### src/sv/stkev_ram.sv
// Generic single-write, single-read RAM with registered read data.
// No dependencies.
module stkev_ram #(
    parameter int WIDTH = 64,
    parameter int DEPTH = 16
) (
    input  logic                     i_clk,
    input  logic                     i_we,
    input  logic [$clog2(DEPTH)-1:0] i_waddr,
    input  logic [WIDTH-1:0]         i_wdata,
    input  logic [$clog2(DEPTH)-1:0] i_raddr,
    output logic [WIDTH-1:0]         o_rdata
);

    logic [WIDTH-1:0] r_mem [DEPTH];
    logic [WIDTH-1:0] r_rdata;

    always_ff @(posedge i_clk) begin
        if (i_we) begin
            r_mem[i_waddr] <= i_wdata;
        end
        r_rdata <= r_mem[i_raddr];
    end

    assign o_rdata = r_rdata;

endmodule

### config.mk
export PLATFORM = sky130hd
export DESIGN_NAME = stkev_ram
export DESIGN_NICKNAME = d
export VERILOG_FILES = /design/src/sv/stkev_ram.sv
export SDC_FILE = /design/constraint.sdc
export NUM_CORES = 1
export LEC_CHECK = 0
export ABC_CLOCK_PERIOD_IN_PS = 6400
export BUFFER_PORTS_ARGS = -buffer_cell sky130_fd_sc_hd__buf_4
export CAP_MARGIN = 10
export CORE_AREA = 2 2 307 309
export DETAILED_ROUTE_END_ITERATION = 7
export DIE_AREA = 0 0 309 311
export HOLD_SLACK_MARGIN = 0.05
export PLACE_DENSITY = 0.62
export SLEW_MARGIN = 25
export SYNTH_ARGS = -nofsm -noshare
export SYNTH_HDL_FRONTEND = slang
export SYNTH_SLANG_ARGS = --single-unit
### constraint.sdc
create_clock -name i_clk -period 6.4 [get_ports i_clk]
set_input_delay 0 -clock i_clk [delete_from_list [all_inputs] [get_ports i_clk]]
set_output_delay 0 -clock i_clk [all_outputs]
set_load 0.01 [all_outputs]
; ---- Word level (Yosys, flattened, before mapping)
; Memories as Yosys holds them, arrays and structs flattened. A register that Yosys moved wholly into a read port is not among the register bits.
; Index checks and enable logic that the tools add are counted.
; W data, S select, Z words.
[op_classes]
muxes = 2
[ops]
columns = op, n
row1 = $mux W1, 2
[totals]
regBits = 0
ramBits = 1024
elab_cells = 3
memories = 1
[mem_list]
columns = memory, words, word_bits, rd, rd_clocked_by_memory_dff, wr, line_no
row1 = r_mem, 16, 64, 1, 1, 1, 15  ; logic [WIDTH-1:0] r_mem [DEPTH];

; ---- Depth between registers and ports, before layout
[depth]
ltp_word = 2
mapped_depth = 6
mapped_depth_nobuf = 3

; ---- Worst setup path after synthesis
; OpenSTA, ideal clock, no wires.
[synth_timing]
path_type = in2reg
from = input i_waddr[2]
to = memory r_mem[0][0] (enable)
arrival_time_ps = 4863
required_time_ps = 5835
slack_ps = 971
cell_stages = 2
path_cell_list = or3b_2 > nor3_1
[synth_rtl]
columns = element, line_no
row1 = from (decl), 9  ; input logic [$clog2(DEPTH)-1:0] i_waddr,
row2 = to (decl), 15
; Straight into the memory's write port.

; ---- Final worst setup path
[layout_timing]
from = input i_waddr[3]
to = memory r_mem[4][41] (enable)
; Straight into the memory's write port.

==> reports/metrics.yaml <==
worst_setup_path:
  cp_common_cell: "buf_4"
  r2r-start: "r_mem[0][15]"
  path_max_fanout: 47
  cp_num_buf_inv: 5
  start_kind: "input pin"
  r2r-end: "o_rdata[15]"
  cp_data_required_time_ns: 6.67
  critical_path.top_delay_family: "buffers and inverters"
  cp_slowest_stage_delay_ns: 0.80
  worstPathArrival_ns: 3.03
  rrSetupSlack_ns: 4.60
  crit_type: "in -> reg"
  crit_path_end_kind: "register"
  cpMaxStageDelayCell: "buf_4"
  reg2reg_depth: 4
  path_cells: "dlygate4sd3_1, buf_4, nand3b_1, nor3_2, dlygate4sd3_1, buf_4, buf_4"
synth:
  synth-main-ff-cell: "edfxtp_1"
  ys_ff_latch: 1088
  syn_area_per_cell_um2: 24.0
  ys_warn_count: 0
  synthDistinctLibCells: 18
  synth_edf_count: 1024
  synth_area_um2: 39600
  seq_area_frac_synth_pct: 80.9
  synth_nets: 1721
  synth_cells: 1647
  synthArstFlopShare_pct: 0
pwr:
  seqPwrFrac_pct: 52.9
  p_int_mw: 12.1
  leakagePower_nw: 15.0
  power_frac_clock_pct: 42.1
  p_switching_mw: 3.11
  pwr-share-comb_pct: 5.1
  ir_worst_vdd_v: 0.000231
  power_density_nw_per_um2: 326
  p_sw_share_pct: 20.5
floorplan:
  ios: 138
  coreArea_um2: 92800
  dieArea_um2: 96100
  initial_core_util_pct: 42.7
  die_w_um: 309
  fp.dieH_um: 311
  rows: 112
global_route:
  grt.total_usage_pct: 18.4
  grt_max_degree: 139
  antenna_found_initial: 8
  grt_overflow: 0
  grt_pass1_wl_mm: 129
  grt_pass1_vias: 19700
detailed_routing:
  ant_nets: 0
  wl_mm: 87.2
  post-route-drc-count: 0
  first_pass_iters: 5
  viasPerCell: 5.56
  wl_per_cell_um: 26.7
  dr_total_vias: 18200
  drtIter0Drc: 1602
hold_path:
  hp-start: "i_we"
  hp-class: "in -> reg"
  min_path_cells: 3
  hold-path-endpoint: "r_mem[2][21]"
clock_network:
  htree_levels: 3
  cts-root-buf: "clkbuf_16"
  clk_latency_ns: 0.68
  cts_sinks: 1088
  numCtsBuffers: 108
  cts_max_path_buffers: 3
  cts-resized-gates: 0
  path_clk_slew_ns: 0.06
  cts_tree: "done"
job:
  maxCapViolCount: 0
finish:
  fin_util_pct: 50.2
  final_cells: 3265
  drive_gt1_share_pct: 30.7
  area_growth_syn_to_layout_pct: 17.6
  num-fill-cells: 7384
  fin_nets: 1992
  postLayoutCellArea_um2: 46600
  diodes: 0
placed_design:
  numPortBuffers: 137
  dp.cells: 2987
  hpwlAfterDp_mm: 43.4
  placed_cell_area_um2: 42200
  gp_congestion: 0.703
timing:
  hold_viol_final: 0
  slew_headroom_pct: 29.2
  fmax_mhz: 363
  tns_ns: 0
  period_needed_ns: 2.76
  rsz0062_at_grt: "false"
  period_share_pct: 43.1
  drv_slew: 0
  finalClockSkew_ns: 0.0345
  setup_viol: 0
  worst_pin_slew_ns: 1.06
run_status:
  outcome: "finished clean"
## power groups by stage
stage | combinational, mW | clock (mW) | sequential (mW)
after global placement | 0.724 | 0 | 8.17
after CTS | 0.784 | 6.52 | 8.03
after global routing | 0.831 | 6.80 | 8.04
after detailed placement | 0.741 | 0 | 8.18
after floorplan | 0.379 | 0 | 8.18
final | 0.767 | 6.39 | 8.03
## how the worst max path moves through the flow
stage | startpoint | endpoint | cells past startpoint
4_1_cts | i_waddr[3] | r_mem[4][54] | 7
2_1_floorplan | i_waddr[2] | r_mem[0][0] | 2
5_1_grt | i_waddr[3] | r_mem[4][54] | 7
6_report | i_waddr[3] | r_mem[4][41] | 7
3_3_place_gp | i_raddr[0] | o_rdata[37] | 5
3_5_place_dp | i_raddr[0] | o_rdata[37] | 5
## stage by stage
stage | worst slack [ns] | hold WS (ns) | total power, mW
final | 3.64 | 0.0908 | 15.2
after global routing | 3.54 | 0.0901 | 15.7
after CTS | 3.64 | 0.0570 | 15.3
after detailed placement | 3.72 | 0.301 | 8.92
after global placement | 3.74 | 0.287 | 8.89
after floorplan | 0.971 | 0.0989 | 8.56
## kinds of logic after synthesis
group                  synth area share, %
AO/OA/AOI/OAI                         2.43
buffers and inverters                 1.14
flip-flops                            80.9
multiplexers                          14.6
AND/OR/NAND/NOR                      0.942
## worst reg2reg max path, stage by stage (launching register included)
cell	delay [ns]
edfxtp_1	0.39
mux4_2	0.48
a22oi_1	0.18
dlygate4sd3_1	0.57
nand2_1	0.06
## cells in the mapped netlist, types with 4 or more instances
master | n | area, um^2
a22oi_1 | 128 | 961
buf_1 | 16 | 60.1
buf_2 | 13 | 65.1
buf_4 | 6 | 45.0
buf_6 | 13 | 146
clkbuf_1 | 36 | 135
dfxtp_1 | 64 | 1280
edfxtp_1 | 1024 | 30700
mux4_2 | 256 | 5770
nand2_1 | 65 | 244
nor2_1 | 13 | 48.8
nor3_1 | 4 | 20.0
## cells in the final DEF (no fill, tap or decap)
master	count
a22oi_1	128
and2_4	1
buf_12	3
buf_16	1
buf_4	165
buf_8	2
bufinv_16	13
clkbuf_1	17
clkbuf_16	109
clkbuf_8	10
clkinv_1	17
clkinv_2	25
clkinv_4	3
clkinv_8	2
clkinvlp_4	5
dfxtp_1	64
dlygate4sd3_1	74
edfxtp_1	1024
inv_16	1
inv_6	1
mux4_2	256
nand2_1	65
nand2b_1	2
nand3_1	1
nand3b_1	2
nor2_4	13
nor2b_4	2
nor3_2	4
or3b_2	1
## area by class of cell
cell class | count | area (um^2) | share of cell area [%]
Multi-Input combinational cell | 475 | 7230 | 15.5
Clock buffer | 136 | 2930 | 6.29
Tap cell | 1254 | 1570 | 3.37
Sequential cell | 1088 | 32000 | 68.8
Timing Repair Buffer | 245 | 2100 | 4.50
Clock inverter | 67 | 704 | 1.51
## routing by layer
layer | GRT usage [%] | wire (um)
met5 | 0 | 110
met2 | 29.5 | 42500
met4 | 4.89 | 1670
met1 | 25.9 | 37100
met3 | 3.69 | 5820
## registers in the layout, indices dropped and copies added (netlist names)
name and count:
o_rdata 64, r_mem 1024
## timing repair
| item | in CTS | in global routing |
|---|---|---|
| buffers inserted | 0 | 0 |
| hold endpoints to repair | 1143 | 0 |
| hold buffers | 74 | 0 |
| setup endpoints to repair | 0 | 0 |
Power figures use the tool's default switching activity.
