`src/sv/stkev_pkg.sv`:
```
// Shared constants and types for the stack evaluator.
// Used by the core, the multiply/divide unit and the testbench; no dependencies.
package stkev_pkg;

    localparam int CHAR_W          = 8;
    localparam int VALUE_W         = 64;
    localparam int HALF_W          = 32;
    localparam int STATUS_W        = 3;
    localparam int DEF_STACK_DEPTH = 16;

    // ASCII codes
    localparam logic [CHAR_W-1:0] CH_ZERO  = 8'h30;
    localparam logic [CHAR_W-1:0] CH_NINE  = 8'h39;
    localparam logic [CHAR_W-1:0] CH_SPACE = 8'h20;
    localparam logic [CHAR_W-1:0] CH_PLUS  = 8'h2B;
    localparam logic [CHAR_W-1:0] CH_MINUS = 8'h2D;
    localparam logic [CHAR_W-1:0] CH_STAR  = 8'h2A;
    localparam logic [CHAR_W-1:0] CH_SLASH = 8'h2F;

    // status codes
    localparam logic [STATUS_W-1:0] ST_OK    = 3'd0;
    localparam logic [STATUS_W-1:0] ST_FEW   = 3'd1;
    localparam logic [STATUS_W-1:0] ST_DIV0  = 3'd2;
    localparam logic [STATUS_W-1:0] ST_BADCH = 3'd3;
    localparam logic [STATUS_W-1:0] ST_COUNT = 3'd4;
    localparam logic [STATUS_W-1:0] ST_FULL  = 3'd5;

    // operator codes
    localparam logic [1:0] OP_ADD = 2'd0;
    localparam logic [1:0] OP_SUB = 2'd1;
    localparam logic [1:0] OP_MUL = 2'd2;
    localparam logic [1:0] OP_DIV = 2'd3;

    localparam logic signed [VALUE_W-1:0] VAL_MAX = {1'b0, {(VALUE_W-1){1'b1}}};
    localparam logic signed [VALUE_W-1:0] VAL_MIN = {1'b1, {(VALUE_W-1){1'b0}}};

    // request from the core to the multiply/divide unit
    typedef struct packed {
        logic start;
        logic is_div;
    } t_mdu_req;

endpackage

```
`src/sv/stkev_mdu.sv`:
```
// Sequential Q31.32 multiply / divide unit with saturation.
// Depends on stkev_pkg. Multiply: four 32x32 partial products; divide: restoring, 1 bit/cycle.
module stkev_mdu (
    input  logic                                i_clk,
    input  logic                                i_rst_n,
    input  stkev_pkg::t_mdu_req                 i_req,
    input  logic signed [stkev_pkg::VALUE_W-1:0] i_lhs,
    input  logic signed [stkev_pkg::VALUE_W-1:0] i_rhs,
    output logic                                o_done,
    output logic signed [stkev_pkg::VALUE_W-1:0] o_result
);
    import stkev_pkg::*;

    localparam int DIV_STEPS = VALUE_W + HALF_W;   // 96 quotient bits
    localparam int MUL_STEPS = 4;
    localparam int CNT_W     = $clog2(DIV_STEPS);
    localparam int NUM_W     = VALUE_W + HALF_W;
    localparam int ACC_W     = 2 * VALUE_W;

    logic               r_busy, r_div, r_neg, r_done, r_ovf, r_pp_v;
    logic [CNT_W-1:0]   r_cnt;
    logic [VALUE_W-1:0] r_x, r_y, r_rem, r_quo, r_pp;
    logic [1:0]         r_pp_sh;
    logic [NUM_W-1:0]   r_num;
    logic [ACC_W-1:0]   r_acc;

    logic [VALUE_W-1:0] lhs_mag, rhs_mag;
    logic [HALF_W-1:0]  mul_a, mul_b;
    logic [1:0]         mul_sh;
    logic [VALUE_W-1:0] trial;
    logic               trial_ge;
    logic [ACC_W-1:0]   pp_ext;
    logic [VALUE_W-1:0] mag, limit, sat_mag;
    logic               ovf;

    assign lhs_mag = i_lhs[VALUE_W-1] ? VALUE_W'(0) - VALUE_W'(i_lhs) : VALUE_W'(i_lhs);
    assign rhs_mag = i_rhs[VALUE_W-1] ? VALUE_W'(0) - VALUE_W'(i_rhs) : VALUE_W'(i_rhs);

    // partial product select: lo*lo, lo*hi, hi*lo, hi*hi
    always_comb begin
        unique case (r_cnt[1:0])
            2'd0: begin
                mul_a = r_x[HALF_W-1:0];       mul_b = r_y[HALF_W-1:0];       mul_sh = 2'd0;
            end
            2'd1: begin
                mul_a = r_x[HALF_W-1:0];       mul_b = r_y[VALUE_W-1:HALF_W]; mul_sh = 2'd1;
            end
            2'd2: begin
                mul_a = r_x[VALUE_W-1:HALF_W]; mul_b = r_y[HALF_W-1:0];       mul_sh = 2'd1;
            end
            default: begin
                mul_a = r_x[VALUE_W-1:HALF_W]; mul_b = r_y[VALUE_W-1:HALF_W]; mul_sh = 2'd2;
            end
        endcase
    end

    assign pp_ext   = {{VALUE_W{1'b0}}, r_pp} << {r_pp_sh, 5'b0};
    assign trial    = {r_rem[VALUE_W-2:0], r_num[NUM_W-1]};
    assign trial_ge = (trial >= r_y);

    always_ff @(posedge i_clk) begin
        if (!i_rst_n) begin
            r_busy <= 1'b0;
            r_done <= 1'b0;
            r_pp_v <= 1'b0;
        end else begin
            r_done <= 1'b0;
            if (i_req.start) begin
                r_busy <= 1'b1;
                r_div  <= i_req.is_div;
                r_neg  <= i_lhs[VALUE_W-1] ^ i_rhs[VALUE_W-1];
                r_x    <= lhs_mag;
                r_y    <= rhs_mag;
                r_cnt  <= '0;
                r_acc  <= '0;
                r_pp_v <= 1'b0;
                r_num  <= {lhs_mag, {HALF_W{1'b0}}};
                r_rem  <= '0;
                r_quo  <= '0;
                r_ovf  <= 1'b0;
            end else if (r_busy) begin
                if (r_div) begin
                    r_rem <= trial_ge ? trial - r_y : trial;
                    r_quo <= {r_quo[VALUE_W-2:0], trial_ge};
                    r_ovf <= r_ovf | r_quo[VALUE_W-1];
                    r_num <= {r_num[NUM_W-2:0], 1'b0};
                    r_cnt <= r_cnt + CNT_W'(1);
                    if (r_cnt == CNT_W'(DIV_STEPS - 1)) begin
                        r_busy <= 1'b0;
                        r_done <= 1'b1;
                    end
                end else begin
                    if (r_pp_v) begin
                        r_acc <= r_acc + pp_ext;
                    end
                    if (r_cnt < CNT_W'(MUL_STEPS)) begin
                        r_pp    <= VALUE_W'(mul_a * mul_b);
                        r_pp_sh <= mul_sh;
                        r_pp_v  <= 1'b1;
                        r_cnt   <= r_cnt + CNT_W'(1);
                    end else begin
                        r_pp_v <= 1'b0;
                        r_busy <= 1'b0;
                        r_done <= 1'b1;
                    end
                end
            end
        end
    end

    // saturate magnitude to Q31.32 and apply sign
    assign mag     = r_div ? r_quo : r_acc[VALUE_W+HALF_W-1:HALF_W];
    assign ovf     = r_div ? r_ovf : (|r_acc[ACC_W-1:VALUE_W+HALF_W]);
    assign limit   = r_neg ? VALUE_W'(VAL_MIN) : VALUE_W'(VAL_MAX);
    assign sat_mag = (ovf || mag > limit) ? limit : mag;

    assign o_done   = r_done;
    assign o_result = r_neg ? $signed(VALUE_W'(0) - sat_mag) : $signed(sat_mag);

endmodule

```
`config.mk`:
```
export PLATFORM = sky130hd
export DESIGN_NAME = stkev_mdu
export DESIGN_NICKNAME = d
export VERILOG_FILES = /design/src/sv/stkev_pkg.sv /design/src/sv/stkev_mdu.sv
export SDC_FILE = /design/constraint.sdc
export NUM_CORES = 2
export LEC_CHECK = 0
export BUFFER_PORTS_ARGS = -buffer_cell sky130_fd_sc_hd__buf_2
export CAP_MARGIN = 20
export CORE_ASPECT_RATIO = 0.6
export CORE_MARGIN = 4
export CORE_UTILIZATION = 54
export CTS_BUF_LIST = sky130_fd_sc_hd__clkbuf_16
export DETAILED_ROUTE_END_ITERATION = 7
export PLACE_DENSITY = 0.79
export SLEW_MARGIN = 20
export SYNTH_ARGS = -nofsm -noshare
export SYNTH_HDL_FRONTEND = slang
export SYNTH_SLANG_ARGS = --single-unit
```
`constraint.sdc`:
```
create_clock -name i_clk -period 11.05 [get_ports i_clk]
set_clock_uncertainty 0.05 [all_clocks]
set_input_delay 1.105 -clock i_clk [delete_from_list [all_inputs] [get_ports i_clk]]
set_output_delay 1.105 -clock i_clk [all_outputs]
set_load 0.05 [all_outputs]
```
======== Word level (Yosys, flattened, before mapping) ========
Index checks and enable logic that the tools add are counted.
storage, ports and cells
  bits in registers ....................... 558
cells by class
  add/subtract/negate cells ............... 6
  multipliers ............................. 1
  magnitude comparators ................... 3
  equality and inequality tests ........... 4
  shift-type cells ........................ 1
  multiplexer cells ....................... 34
  bitwise logic cells ..................... 6
  reductions and logical operators ........ 18
operator list
  kind                     count
  $mux W64                 7
  $mux W128                3
  $mux W96                 3
  $mux W63                 4
  $sub A1 B64 Y64 const A  3
  $add A128 B128 Y128      1
  $shl A64 B7 Y128         1
  $ge A64 B64 Y1           1
  $gt A64 B64 Y1           1
  $mul A32 B32 Y64         1
  $mux W32                 2
  $sub A63 B63 Y63         1
  $reduce_or A32 Y1        1
  $mux W7                  3
  $mux W1                  11
  $reduce_or A2 Y1         4
  $add A7 B1 Y7 const B    1
  $eq A7 B7 Y1 const B     1
  $lt A7 B3 Y1 const B     1
  $reduce_and A3 Y1        2
  $reduce_bool A2 Y1       3
  $reduce_and A5 Y1        1
  $not A1 Y1               4
  $pmux W2 S2              1
  11 further kinds         12

======== Logic depth before layout (Yosys ltp) ========
  word-level depth ........................ 6
  mapped depth ............................ 40
  depth with buffers taken out ............ 34

======== Worst setup path after synthesis ========
OpenSTA, ideal clock, no wires.
  path kind ............................... register to register
  start point ............................. register r_div
  end point ............................... register r_num[32], enable pin
  arrival time ............................ 11101 ps
  data required time ...................... 10232 ps
  slack ................................... -869 ps
  stages on the path, launching flop included .. 10
  buffers on the path ..................... 7
  clock period less this slack ............ 11919 ps
  cell sequence ........................... edfxtp_1 > buf_1 > buf_1 > buf_2 > buf_2 > buf_2 > buf_1 > clkbuf_1 > a21oi_1 > nor2b_1
on the way
  cells in the longest elaborated chain, start to end .. 2
ends and longest elaborated chain
  item                                 line             RTL
  start, declared                      stkev_mdu.sv:20  logic r_busy, r_div, r_neg, r_done, r_ovf, r_pp_v;
  start signal, assigned               stkev_mdu.sv:70  r_div <= i_req.is_div;
  $reduce_bool A2 Y1 (no source line)  --
  $reduce_and A3 Y1 (no source line)   --
  end signal, assigned                 stkev_mdu.sv:77  r_num <= {lhs_mag, {HALF_W{1'b0}}};
  end signal, assigned                 stkev_mdu.sv:86  r_num <= {r_num[NUM_W-2:0], 1'b0};
  end, declared                        stkev_mdu.sv:24  logic [NUM_W-1:0] r_num;
No other way between the ends.
A chain may end at the register's enable or synchronous reset.

======== Final worst setup path ========
  start point ............................. register r_cnt[0]
  end point ............................... register r_pp[63], data pin
on the way
  cells in the longest elaborated chain, start to end .. 4
  elaborated cells on any way between the ends .. 8
  classes of those cells .................. mul: 1; eq/ne: 2; mux: 2; reduce/logical: 3
ends and longest elaborated chain
  item                                        line              RTL
  start, declared                             stkev_mdu.sv:21   logic [CNT_W-1:0] r_cnt;
  start signal, assigned                      stkev_mdu.sv:87   r_cnt <= r_cnt + CNT_W'(1);
  start signal, assigned                      stkev_mdu.sv:100  r_cnt <= r_cnt + CNT_W'(1);
  $eq A2 B1 Y1, or another cell as far along  stkev_mdu.sv:41   unique case (r_cnt[1:0])
  $reduce_or A2 Y1 (no source line)           --
  $mux W32                                    stkev_mdu.sv:41
  $mul A32 B32 Y64 *                          stkev_mdu.sv:97   r_pp <= VALUE_W'(mul_a * mul_b);
  end signal, assigned                        stkev_mdu.sv:97
  end, declared                               stkev_mdu.sv:22   logic [VALUE_W-1:0] r_x, r_y, r_rem, r_quo, r_pp;
Mark *: on every way between the ends. The rest lies on a longest branch, timed or not.

==> results.cfg <==
[timing]
worst_pin_slew_ps = 1430
relSlewSlack = 0.0192
rsz0062_at_grt = no
fin_crit_sh = 0.979
hold_violations = 0
finalSetupViolCount = 0
fmax_mhz = 92.4
maxSlewViolCount = 0
setup_ws_ps = 233
hold_ws_ps = 481
min_period_ps = 10820

[detailed_routing]
met3_length_um = 59200
drtPass1Iterations = 7
wl_um = 286000
wl_met2_um = 95600
vias_per_cell = 6.37
dr.first_iter.drc_count = 9204
post_drt_wl_per_cell_um = 28.8
drcViolationCount = 0
vias = 63100
ant_nets = 0
met1Wirelength_um = 123000
highest_layer = met5

[logic_synthesis]
ys_async_sr_fraction = 0
synthTopCellsByArea = fa_1, edfxtp_1, ha_1, nor2_1, inv_1
yosysMostFrequentCell = nor2_1
ys_ff_latch = 526
yosys.area.top_type = fa_1
synth_area_um2 = 71700
synth_seq_area_share = 0.220
synth_edf_count = 523
synth_top_area_frac = 0.251
synth_commonest_cells = nor2_1, inv_1, fa_1, nand2_1, ha_1
syn_avg_cell_area_um2 = 8.92
ys_warn_count = 0
synth_nets = 9595
synthFlopType = edfxtp_1
synthDistinctLibCells = 90
synth_cells = 8040

[clock_network]
path_clk_slew_ps = 70
cts_tree = done
cts_buffers = 53
hold_buffers = 0
insertion_delay_ps = 690
htree_num_levels = 2
clock-sinks = 526
clk_path_buf_depth = 3
root_buffer = clkbuf_16

[setup_path]
cp_common_cell = fa_1
crit_fanout = 62
slowest_delay_ps = 890
cp_slowest_cell = a21boi_1
critPathArrivalTime_ps = 11170
crit_type = reg -> reg
cp.required_ps = 11400
crit_path_end_kind = flop
crit_path_start_kind = flop

[finish]
multi_input_area_um2 = 50800
n_fill_cell = 11600
regArea_um2 = 15800
stdcell_count = 9917
drive_gt1_frac = 0.0806
num-nets-final = 9631
area_growth_pct = 7.37

[worst_hold_path]
hp-class = reg -> reg

[grt]
antenna_found_initial = 21
grt_pass1_vias = 59100
overflow = 0
grt_pass1_wl_um = 411000
grt_max_degree = 151
track_usage = 0.404

[place]
dp_hpwl_um = 234000
pre_cts_slack_ps = -52.3
port_buffers = 196
dp.cells = 9799
place_congestion = 1.08

[floorplan]
dieWidth_um = 479
core_um2 = 132000
rows = 103
fp.dieArea_um2 = 139000
die_h_um = 290
start_util = 0.545
io_pins = 197

[flow_run]
drv_cap = 0

[outcome]
outcome = completed
worst max-delay path, delay by kind of cell, from the launching register on:
kind / cells / cell delay (ps)
AO/OA/AOI/OAI: 8 / 3200
AND/OR/NAND/NOR: 6 / 1070
flip-flops: 1 / 450
XOR/XNOR: 1 / 100
adder cells (fa/ha/maj): 9 / 4470
buffers and inverters: 5 / 1140
cells by family (layout without fill, tap and decap cells):
group	after synthesis	count (layout)	share of synthesized area
simple gates	2679	2679	0.164
buf+inv	1462	1535	0.0766
fa+ha+maj	1423	1423	0.342
compound gates	1387	1387	0.123
flops	526	526	0.220
xor+xnor	366	366	0.0447
mux	197	197	0.0291
other cells	0	19	0
metal layers:
layer / GRT usage / vias to the layer above
met1: 0.618 / 31100
met2: 0.452 / 4760
met5: 0.0424 / -
li1: - / 26700
met4: 0.0856 / 24
met3: 0.259 / 492
state kept, by name (all words and copies together), names as in the netlist, 2 cells and up:
| signal | count |
|---|---|
| r_acc | 128 |
| r_cnt | 7 |
| r_num | 64 |
| r_pp | 64 |
| r_pp_sh | 2 |
| r_quo | 64 |
| r_rem | 63 |
| r_x | 64 |
| r_y | 64 |
layout by cell type (no fill, tap or decap), types with 27 or more instances in the layout:
cell type  Yosys  final
fa_1         898    898
a211oi_1      54     54
buf_4          0    167
nor2b_1      141    137
xnor2_1      261    261
or3_1         62     62
mux2i_2        0     27
xor2_1       105    105
nand2_1      825    825
mux2_2        90     90
nor4_1        30     29
a21oi_1      422    421
o21bai_1      55     55
mux2i_1      107     75
buf_2          3    194
inv_1       1073   1080
nand2b_1      42     42
nand4_1       98     98
edfxtp_1     523    523
a22o_1        34     34
o21a_1        36     36
ha_1         525    525
clkbuf_16      0     53
o21ai_0      270    262
nand3_1       81     81
a31oi_1       36     35
nor2_1      1152   1151
nor3_1        89     89
o31ai_1       52     52
and2_1        45     44
a21o_1       183    182
area by class of cell:
cell class | count | share of cell area
Inverter | 1075 | 0.0524
Sequential cell | 526 | 0.205
Multi-Input combinational cell | 6052 | 0.660
Antenna cell | 19 | 0.000617
Clock inverter | 39 | 0.00544
Tap cell | 1785 | 0.0290
Timing Repair Buffer | 368 | 0.0307
Clock buffer | 53 | 0.0172
timing repair:
item | in CTS | in global routing
setup buffers | 0 | 5
setup endpoints to repair | 1 | 8
pin swaps | 0 | 1
gates resized for setup | 1 | 2
path summary, 6_finish.rpt:
check	start	to	slack [ps]	cells past startpoint
max reg2reg	r_cnt[0]	r_pp[63]	230	29
min reg2reg	r_busy	o_done	480	1
max	r_cnt[0]	r_pp[63]	230	29
min	r_busy	o_done	480	1
through the flow:
stage                     utilization  area, um2  TNS, ps
after global placement          0.570      75100        0
after global routing            0.585      77000        0
after detailed placement        0.570      75100    -52.3
after floorplan                     -      71700        0
after CTS                       0.583      76800        0
final                           0.585      77000        0
Power is not shown: default switching activity piles up to over one toggle a cycle in this logic, so the estimate is an artifact.
